<file path="src/rtl/pbeq_pkg.sv">
// Shared types, constants and the microprogram of the biquad equaliser.
// Depends on nothing; used by the sequencer, the datapath and the top level.
package pbeq_pkg;

  localparam int CFG_REGS  = 4;
  localparam int CFG_BANDS = 2;
  localparam int CFG_IDX_W = 3;
  localparam int CFG_W     = 48;
  localparam int SAMPLE_W  = 16;
  localparam int ACC_W     = 34;
  localparam int SAT_SHIFT = 13;
  localparam int STEP_W    = 4;

  // Saturation bounds (the Q1.28 range) of the Q6.28 accumulator.
  localparam logic signed [ACC_W-1:0] ACC_MAX = {{(ACC_W-28){1'b0}}, 28'hFFF_FFFF};
  localparam logic signed [ACC_W-1:0] ACC_MIN = {{(ACC_W-28){1'b1}}, 28'h000_0000};

  localparam logic [STEP_W-1:0] STEP_BAND_START = STEP_W'(1);

  typedef logic [CFG_REGS-1:0][CFG_W-1:0] cfg_bank_t;

  typedef enum logic [2:0] {
    OP_INIT, OP_MAC, OP_SAT, OP_GAIN, OP_OUT
  } op_t;

  typedef enum logic [2:0] {
    SRC_X, SRC_X1, SRC_X2, SRC_Y1, SRC_Y2, SRC_YN
  } src_t;

  typedef enum logic [2:0] {
    C_B0, C_B1, C_B2, C_A1, C_A2, C_GAIN
  } csel_t;

  typedef struct packed {
    op_t               op;
    src_t              src;
    csel_t             coef;
    logic              first;   // load the band accumulator instead of adding
    logic              loop;    // jump to target while bands remain
    logic [STEP_W-1:0] target;
  } ctrl_t;

  typedef struct packed {
    logic  exec;
    ctrl_t word;
  } seq_ctrl_t;

  // The microprogram: one band pass is steps 1 to 7, repeated per band.
  function automatic ctrl_t rom_word(input logic [STEP_W-1:0] step);
    ctrl_t w;
    w = '{op: OP_OUT, src: SRC_X, coef: C_B0, first: 1'b0, loop: 1'b0, target: '0};
    unique case (step)
      4'd0: w.op = OP_INIT;
      4'd1: begin w.op = OP_MAC; w.src = SRC_X;  w.coef = C_B0; w.first = 1'b1; end
      4'd2: begin w.op = OP_MAC; w.src = SRC_X1; w.coef = C_B1; end
      4'd3: begin w.op = OP_MAC; w.src = SRC_X2; w.coef = C_B2; end
      4'd4: begin w.op = OP_MAC; w.src = SRC_Y1; w.coef = C_A1; end
      4'd5: begin w.op = OP_MAC; w.src = SRC_Y2; w.coef = C_A2; end
      4'd6: w.op = OP_SAT;
      4'd7: begin
        w.op = OP_GAIN; w.src = SRC_YN; w.coef = C_GAIN;
        w.loop = 1'b1; w.target = STEP_BAND_START;
      end
      default: w.op = OP_OUT;
    endcase
    return w;
  endfunction

  // Clamp to the Q1.28 range of the Q6.28 accumulator and take the Q1.15 part (floor shift by 13).
  function automatic logic signed [SAMPLE_W-1:0] sat_q15(input logic signed [ACC_W-1:0] v);
    logic signed [ACC_W-1:0] c;
    if (v > ACC_MAX) c = ACC_MAX;
    else if (v < ACC_MIN) c = ACC_MIN;
    else c = v;
    return c[SAT_SHIFT+SAMPLE_W-1:SAT_SHIFT];
  endfunction

endpackage

</file>
<file path="src/rtl/pbeq_sequencer.sv">
// Microprogram sequencer: step counter, band counter and looping jump.
// Depends on pbeq_pkg for the control word and the program table.
module pbeq_sequencer #(
  parameter int BANDS  = 2,
  parameter int BAND_W = 1
) (
  input  logic                       clk,
  input  logic                       rst,
  input  logic                       start,
  input  logic                       out_free,
  output logic                       ready,
  output pbeq_pkg::seq_ctrl_t        seq,
  output logic [BAND_W-1:0]          band
);
  import pbeq_pkg::*;

  logic              busy;
  logic [STEP_W-1:0] step;
  ctrl_t             word;
  logic              is_out;
  logic              last_band;

  assign word      = rom_word(step);
  assign is_out    = (word.op == OP_OUT);
  assign ready     = !busy || (is_out && out_free);
  assign seq.exec  = busy && (!is_out || out_free);
  assign seq.word  = word;
  assign last_band = (band == BAND_W'(BANDS - 1));

  always_ff @(posedge clk) begin
    if (rst) begin
      busy <= 1'b0;
      step <= '0;
      band <= '0;
    end else if (start) begin
      busy <= 1'b1;
      step <= '0;
      band <= '0;
    end else if (seq.exec) begin
      if (is_out) begin
        busy <= 1'b0;
      end else if (word.loop && !last_band) begin
        band <= band + BAND_W'(1);
        step <= word.target;
      end else begin
        step <= step + STEP_W'(1);
      end
    end
  end

endmodule

</file>
<file path="src/rtl/pbeq_datapath.sv">
// Shared multiply-accumulate datapath with the filter delay lines.
// Depends on pbeq_pkg; driven by pbeq_sequencer control words.
module pbeq_datapath #(
  parameter int BANDS  = 2,
  parameter int BAND_W = 1
) (
  input  logic                                  clk,
  input  logic                                  rst,
  input  logic                                  load,
  input  logic signed [pbeq_pkg::SAMPLE_W-1:0]  sample_in,
  input  pbeq_pkg::seq_ctrl_t                   seq,
  input  logic [BAND_W-1:0]                     band,
  input  pbeq_pkg::cfg_bank_t                   cfg,
  output logic signed [pbeq_pkg::SAMPLE_W-1:0]  sample_out
);
  import pbeq_pkg::*;

  logic signed [SAMPLE_W-1:0]   x_reg;
  logic signed [SAMPLE_W-1:0]   x1;
  logic signed [SAMPLE_W-1:0]   x2;
  logic signed [SAMPLE_W-1:0]   y_new;
  logic signed [SAMPLE_W-1:0]   y1_arr [BANDS];
  logic signed [SAMPLE_W-1:0]   y2_arr [BANDS];
  logic signed [ACC_W-1:0]      z_acc;
  logic signed [ACC_W-1:0]      total;

  logic [CFG_W-1:0]             ff;
  logic [CFG_W-1:0]             fb;
  logic signed [SAMPLE_W-1:0]   opa;
  logic signed [SAMPLE_W-1:0]   opc;
  logic signed [2*SAMPLE_W-1:0] prod;
  logic signed [ACC_W-1:0]      prod_ext;
  logic signed [ACC_W-1:0]      mac_term;
  logic signed [ACC_W-1:0]      gain_term;
  logic signed [SAMPLE_W-1:0]   z_sat;

  // Bands beyond the register set see all-zero coefficients.
  always_comb begin
    ff = '0;
    fb = '0;
    for (int i = 0; i < CFG_BANDS; i++) begin
      if (32'(band) == i) begin
        ff = cfg[2*i];
        fb = cfg[2*i+1];
      end
    end
  end

  always_comb begin
    unique case (seq.word.src)
      SRC_X:   opa = x_reg;
      SRC_X1:  opa = x1;
      SRC_X2:  opa = x2;
      SRC_Y1:  opa = y1_arr[band];
      SRC_Y2:  opa = y2_arr[band];
      SRC_YN:  opa = y_new;
      default: opa = '0;
    endcase
  end

  always_comb begin
    unique case (seq.word.coef)
      C_B0:    opc = $signed(ff[15:0]);
      C_B1:    opc = $signed(ff[31:16]);
      C_B2:    opc = $signed(ff[47:32]);
      C_A1:    opc = $signed(fb[15:0]);
      C_A2:    opc = $signed(fb[31:16]);
      C_GAIN:  opc = $signed(fb[47:32]);
      default: opc = '0;
    endcase
  end

  assign prod      = opa * opc;
  assign prod_ext  = ACC_W'(prod);
  assign mac_term  = prod_ext >>> 1;
  assign gain_term = prod_ext >>> 2;
  assign z_sat     = sat_q15(z_acc);

  // Filter state: reset to zero as the delay lines start silent.
  always_ff @(posedge clk) begin
    if (rst) begin
      x1 <= '0;
      x2 <= '0;
      for (int i = 0; i < BANDS; i++) begin
        y1_arr[i] <= '0;
        y2_arr[i] <= '0;
      end
    end else if (seq.exec) begin
      if (seq.word.op == OP_SAT) begin
        y2_arr[band] <= y1_arr[band];
        y1_arr[band] <= z_sat;
      end
      if (seq.word.op == OP_OUT) begin
        x2 <= x1;
        x1 <= x_reg;
      end
    end
  end

  // Working registers carry payload only and need no reset.
  always_ff @(posedge clk) begin
    if (load) begin
      x_reg <= sample_in;
    end
    if (seq.exec) begin
      unique case (seq.word.op)
        OP_INIT: total <= ACC_W'(x_reg) <<< SAT_SHIFT;
        OP_MAC:  z_acc <= seq.word.first ? mac_term : z_acc + mac_term;
        OP_SAT:  y_new <= z_sat;
        OP_GAIN: total <= total + gain_term;
        OP_OUT:  sample_out <= sat_q15(total);
        default: ;
      endcase
    end
  end

endmodule

</file>
<file path="src/rtl/parallel_biquad_equalizer_q15.sv">
// Top level of the parallel biquad equaliser: handshakes and coefficient registers.
// Depends on pbeq_pkg, pbeq_sequencer and pbeq_datapath.

// A sample is taken on each input transfer and one equalised sample leaves on an
// output transfer for every sample taken. All bands filter the same input with a
// single shared 16 by 16 multiplier, stepped by a small microprogram: one set-up
// step, seven steps per band (five filter taps, saturation, gain) and one step to
// write the result. The next sample may be transferred in during the write step
// of the previous one. A finished result sits in an output register; while it
// waits to be taken, a new sample is still accepted and worked on, and only the
// final write step pauses until the register is free. Coefficients are written
// through a plain write port and must only change while the block is idle;
// writes to an index beyond the four registers are ignored. Bands beyond the
// second have no registers and contribute nothing to the result.
module parallel_biquad_equalizer_q15 #(
  parameter int BANDS = 2
) (
  input  logic                                    clk,
  input  logic                                    rst,
  input  logic                                    in_valid,
  output logic                                    in_stall,
  input  logic signed [pbeq_pkg::SAMPLE_W-1:0]    sample_in,
  output logic                                    out_valid,
  input  logic                                    out_stall,
  output logic signed [pbeq_pkg::SAMPLE_W-1:0]    sample_out,
  input  logic                                    cfg_write,
  input  logic [pbeq_pkg::CFG_IDX_W-1:0]          cfg_index,
  input  logic [pbeq_pkg::CFG_W-1:0]              cfg_data
);
  import pbeq_pkg::*;

  localparam int BAND_W = (BANDS > 1) ? $clog2(BANDS) : 1;

  cfg_bank_t         cfg_regs;
  seq_ctrl_t         seq;
  logic [BAND_W-1:0] band;
  logic              ready;
  logic              start;
  logic              out_free;

  assign in_stall = !ready;
  assign start    = in_valid && ready;
  // The output register may be reloaded when empty or when its contents leave now.
  assign out_free = !out_valid || !out_stall;

  // Coefficient registers; an index past the last register is dropped.
  always_ff @(posedge clk) begin
    if (rst) begin
      cfg_regs <= '0;
    end else if (cfg_write && (cfg_index < CFG_IDX_W'(CFG_REGS))) begin
      cfg_regs[cfg_index[$clog2(CFG_REGS)-1:0]] <= cfg_data;
    end
  end

  // The valid flag follows the write step of the microprogram and each transfer.
  always_ff @(posedge clk) begin
    if (rst) begin
      out_valid <= 1'b0;
    end else if (seq.exec && (seq.word.op == OP_OUT)) begin
      out_valid <= 1'b1;
    end else if (out_valid && !out_stall) begin
      out_valid <= 1'b0;
    end
  end

  pbeq_sequencer #(
    .BANDS  (BANDS),
    .BAND_W (BAND_W)
  ) u_seq (
    .clk      (clk),
    .rst      (rst),
    .start    (start),
    .out_free (out_free),
    .ready    (ready),
    .seq      (seq),
    .band     (band)
  );

  pbeq_datapath #(
    .BANDS  (BANDS),
    .BAND_W (BAND_W)
  ) u_dp (
    .clk        (clk),
    .rst        (rst),
    .load       (start),
    .sample_in  (sample_in),
    .seq        (seq),
    .band       (band),
    .cfg        (cfg_regs),
    .sample_out (sample_out)
  );

endmodule

</file>
<file path="config.mk">
export PLATFORM = sky130hd
export DESIGN_NAME = parallel_biquad_equalizer_q15
export DESIGN_NICKNAME = d
export VERILOG_FILES = /design/src/rtl/pbeq_pkg.sv /design/src/rtl/pbeq_sequencer.sv /design/src/rtl/pbeq_datapath.sv /design/src/rtl/parallel_biquad_equalizer_q15.sv
export SDC_FILE = /design/constraint.sdc
export NUM_CORES = 2
export LEC_CHECK = 0
export ABC_AREA = 1
export BUFFER_PORTS_ARGS = -buffer_cell sky130_fd_sc_hd__buf_2
export CAP_MARGIN = 20
export CORE_MARGIN = 3
export CORE_UTILIZATION = 54
export DETAILED_ROUTE_END_ITERATION = 10
export GPL_TIMING_DRIVEN = 0
export PLACE_DENSITY = 0.71
export SLEW_MARGIN = 20
export SYNTH_ARGS = -nofsm -noshare
export SYNTH_HDL_FRONTEND = slang
export SYNTH_SLANG_ARGS = --single-unit
</file>
<file path="constraint.sdc">
create_clock -name clk -period 19.55 [get_ports clk]
set_input_delay 0.9775 -clock clk [delete_from_list [all_inputs] [get_ports clk]]
set_output_delay 0.9775 -clock clk [all_outputs]
set_load 0.01 [all_outputs]
</file>
==> results_dict.tcl <==
set metrics [dict create \
    synth_edf_count 180 \
    rsz0062_at_grt "false" \
    finalHoldViolations 0 \
    htreeDepth 2 \
    die_w_um 252.9 \
    synthFlopType "dfxtp_1" \
    cts_sinks 412 \
    fin_setup_tns_ps 0 \
    grt_pass1_wl_um 162000 \
    p_comb_share_pct 41.5 \
    nets 5012 \
    path_common_cell "nand2_1" \
    crit_fanout 10 \
    yosysWarnings 0 \
    crit_required_ps 19880 \
    netSwitchingFraction_pct 40.62 \
    crit_buf_inv 9 \
    switching_power_mw 1.256 \
    top_register "cfg_regs" \
    worstSetupStartpoint "u_seq.band$_SDFFE_PP0P_" \
    ys_ff_latch 412 \
    final_cell_mix "nand2_1, inv_1, nor2_1" \
    ant_nets 0 \
    outcome "complete, no violations" \
    final_common_cell "nand2_1" \
    worstPathArrival_ps 10810 \
    cts-buffers-inserted 43 \
    pin_count 90 \
    setup_violations 0 \
    fp.coreArea_um2 59690 \
    via_per_inst 5.515 \
    die_h_um 252.9 \
    antenna_found_initial 0 \
    slew_viol_final 0 \
    synth_top_area_share_pct 16.43 \
    avgSynthCellArea_um2 7.508 \
    cts.path.max_buffers 3 \
    dp.cells 5252 \
    synth_area_leaders "edfxtp_1, fa_1, dfxtp_1, nand2_1, inv_1" \
    worst_pin_slew_ps 1154 \
    layout_min_cycle_time_ps 10480 \
    ir_drop_mv 0.07316 \
    synth_seq_area_share_pct 30.54 \
    clkLatencyLatePin_ps 590 \
    r2r-end "u_dp.total[33]$_DFFE_PP_" \
    fin_cells 5330 \
    cp_slowest_cell "xor2_1" \
    skew_ps 23.63 \
    routedWlPerCell_um 19.72 \
    fmax_mhz 95.38 \
    dp_hpwl_um 82950 \
    max-cap-violations 0 \
    cp.depth 39 \
    end_kind "flip-flop" \
    grt_pass1_vias 28066 \
    r2r-start "u_seq.band$_SDFFE_PP0P_" \
    post-route-period-util_pct 53.63 \
    pwr-share-clk_pct 26.8 \
    die_area_um2 63940 \
    postCtsHoldBufs 0 \
    worstHoldPathType "flip-flop to flip-flop" \
    reg.largest.list "cfg_regs: 192 flops, u_dp.total: 34 flops, u_dp.z_acc: 34 flops" \
    drt-total-wl_um 105100 \
    power_frac_seq_pct 31.7 \
    reg2reg_slack_ps 9070 \
    synth_area_um2 32910 \
    num_antenna_cells 0 \
    crit_end "u_dp.total[33]$_DFFE_PP_" \
    cts_root_buf "clkbuf_16" \
    num_vias 29393 \
    drt_first_pass_iters 5 \
    drc 0 \
    place_congestion 0.9811 \
    worst_r2r_path_depth 39 \
    synth.distinct_cells 62 \
    slowest_delay_ps 720 \
    power.density_nw_per_um2 86.28 \
    clk_pin_slew_worst_paths_ps 60 \
    startpoint_type "flip-flop" \
    grt_max_degree 33 \
    io_buffers 89 \
    post_cts_resized 0 \
    globalRouteOverflowTotal 0 \
    area.growth.synth_to_final_pct 8.924 \
    grt.total_usage_pct 33.14 \
    drive_gt1_share_pct 7.285 \
    num_rows 89 \
    nFillCells 5639 \
    synthArstFlopShare_pct 0 \
    largest_reg_flops 192 \
    cts_setup_buffers 0 \
    initial_core_util_pct 55.13 \
    synth_top_area_cell "edfxtp_1" \
    syn_nets 4871 \
    leakagePower_nw 17.72 \
    drt_iter0_drc 3025 \
    power.internal_mw 1.836 \
    path_delay_family "adder cells" \
    critical_path_class "flip-flop to flip-flop" \
    max_slew_margin_pct 22.59 \
    cts_tree "built" \
    synth_cells 4383 \
]
[stage by stage]
step / cell area, µm² / setup WS, ps / power, mW / hold slack (ps) / util, %
floorplan: 32910 / 11600 / 1.860 / 424.5 / -
global placement: 34320 / 9238 / 2.240 / 439.2 / 57.50
detailed placement: 34440 / 9219 / 2.247 / 445.6 / 57.71
CTS: 35840 / 9176 / 3.070 / 458.5 / 60.05
global route: 35840 / 8618 / 3.280 / 488.0 / 60.05
finish: 35840 / 9066 / 3.093 / 463.1 / 60.05
[layer usage]
| layer | share of wire [%] | GRT usage, % | up-vias | routed length, µm |
|---|---|---|---|---|
| li1 | - | - | 13974 | - |
| met3 | 9.2 | 6.399 | 247 | 9662 |
| met4 | 5.4 | 15.31 | 0 | 5670 |
| met1 | 41 | 44.19 | 13861 | 43320 |
| met5 | 0 | 0 | - | 0 |
| met2 | 44 | 52.48 | 1311 | 46460 |
[power by group through the flow]
stage	clock network (mW)	registers [mW]	logic, mW
after floorplan	0	0.992	0.868
after global placement	0	1.00	1.24
after detailed placement	0	0.999	1.25
after CTS	0.830	0.981	1.26
after global routing	0.863	0.984	1.43
final	0.829	0.981	1.28
[synth_stat cells, types with 22 or more instances]
library cell,number
a21oi_1,201
buf_2,32
clkbuf_1,97
dfxtp_1,232
edfxtp_1,180
fa_1,265
ha_1,151
inv_1,730
nand2_1,1038
nand3_1,132
nor2_1,649
nor3_1,27
o21ai_0,338
xor2_1,22
[cells by family (layout without fill, tap and decap cells)]
| family | count (synthesis) | count (layout) | share of synthesized area, % |
|---|---|---|---|
| buffers and inverters | 910 | 1084 | 11.08 |
| XOR/XNOR | 33 | 33 | 0.8783 |
| flip-flops | 412 | 412 | 30.54 |
| multiplexers | 17 | 17 | 0.5209 |
| AO/OA/AOI/OAI | 646 | 646 | 10.90 |
| adder cells (fa/ha/maj) | 416 | 416 | 21.86 |
| AND/OR/NAND/NOR | 1949 | 1949 | 24.23 |
[worst register-to-register path, delay by kind of cell, from the launching register on]
family	cells	cell delay, ps
buffers and inverters	9	2140
AND/OR/NAND/NOR	19	2480
adder cells (fa/ha/maj)	8	3950
AO/OA/AOI/OAI	2	610
flip-flops	1	320
XOR/XNOR	1	720
[how the worst min path moves through the flow]
stage	startpoint	endpoint	slack, ps	cells after the start
2_1_floorplan	u_dp.x2[5]$_SDFFE_PP0P_	u_dp.x2[5]$_SDFFE_PP0P_	420	2
3_3_place_gp	u_dp.x2[8]$_SDFFE_PP0P_	u_dp.x2[8]$_SDFFE_PP0P_	440	2
3_5_place_dp	u_dp.x2[8]$_SDFFE_PP0P_	u_dp.x2[8]$_SDFFE_PP0P_	450	2
4_1_cts	u_dp.x2[4]$_SDFFE_PP0P_	u_dp.x2[4]$_SDFFE_PP0P_	460	2
5_1_grt	u_dp.x2[4]$_SDFFE_PP0P_	u_dp.x2[4]$_SDFFE_PP0P_	490	2
6_report	u_dp.x2[4]$_SDFFE_PP0P_	u_dp.x2[4]$_SDFFE_PP0P_	460	2
[cell type report]
cell class	count	area [µm²]	area share (%)
Sequential cell	412	10050	28.04
Multi-Input combinational cell	3061	19240	53.67
Inverter	743	2794	7.795
Tap cell	773	967.2	2.698
Buffer	167	850.8	2.374
Timing Repair Buffer	96	545.5	1.522
Clock inverter	15	117.6	0.3281
Clock buffer	63	1282	3.578
(Power assumes the default switching activity.)
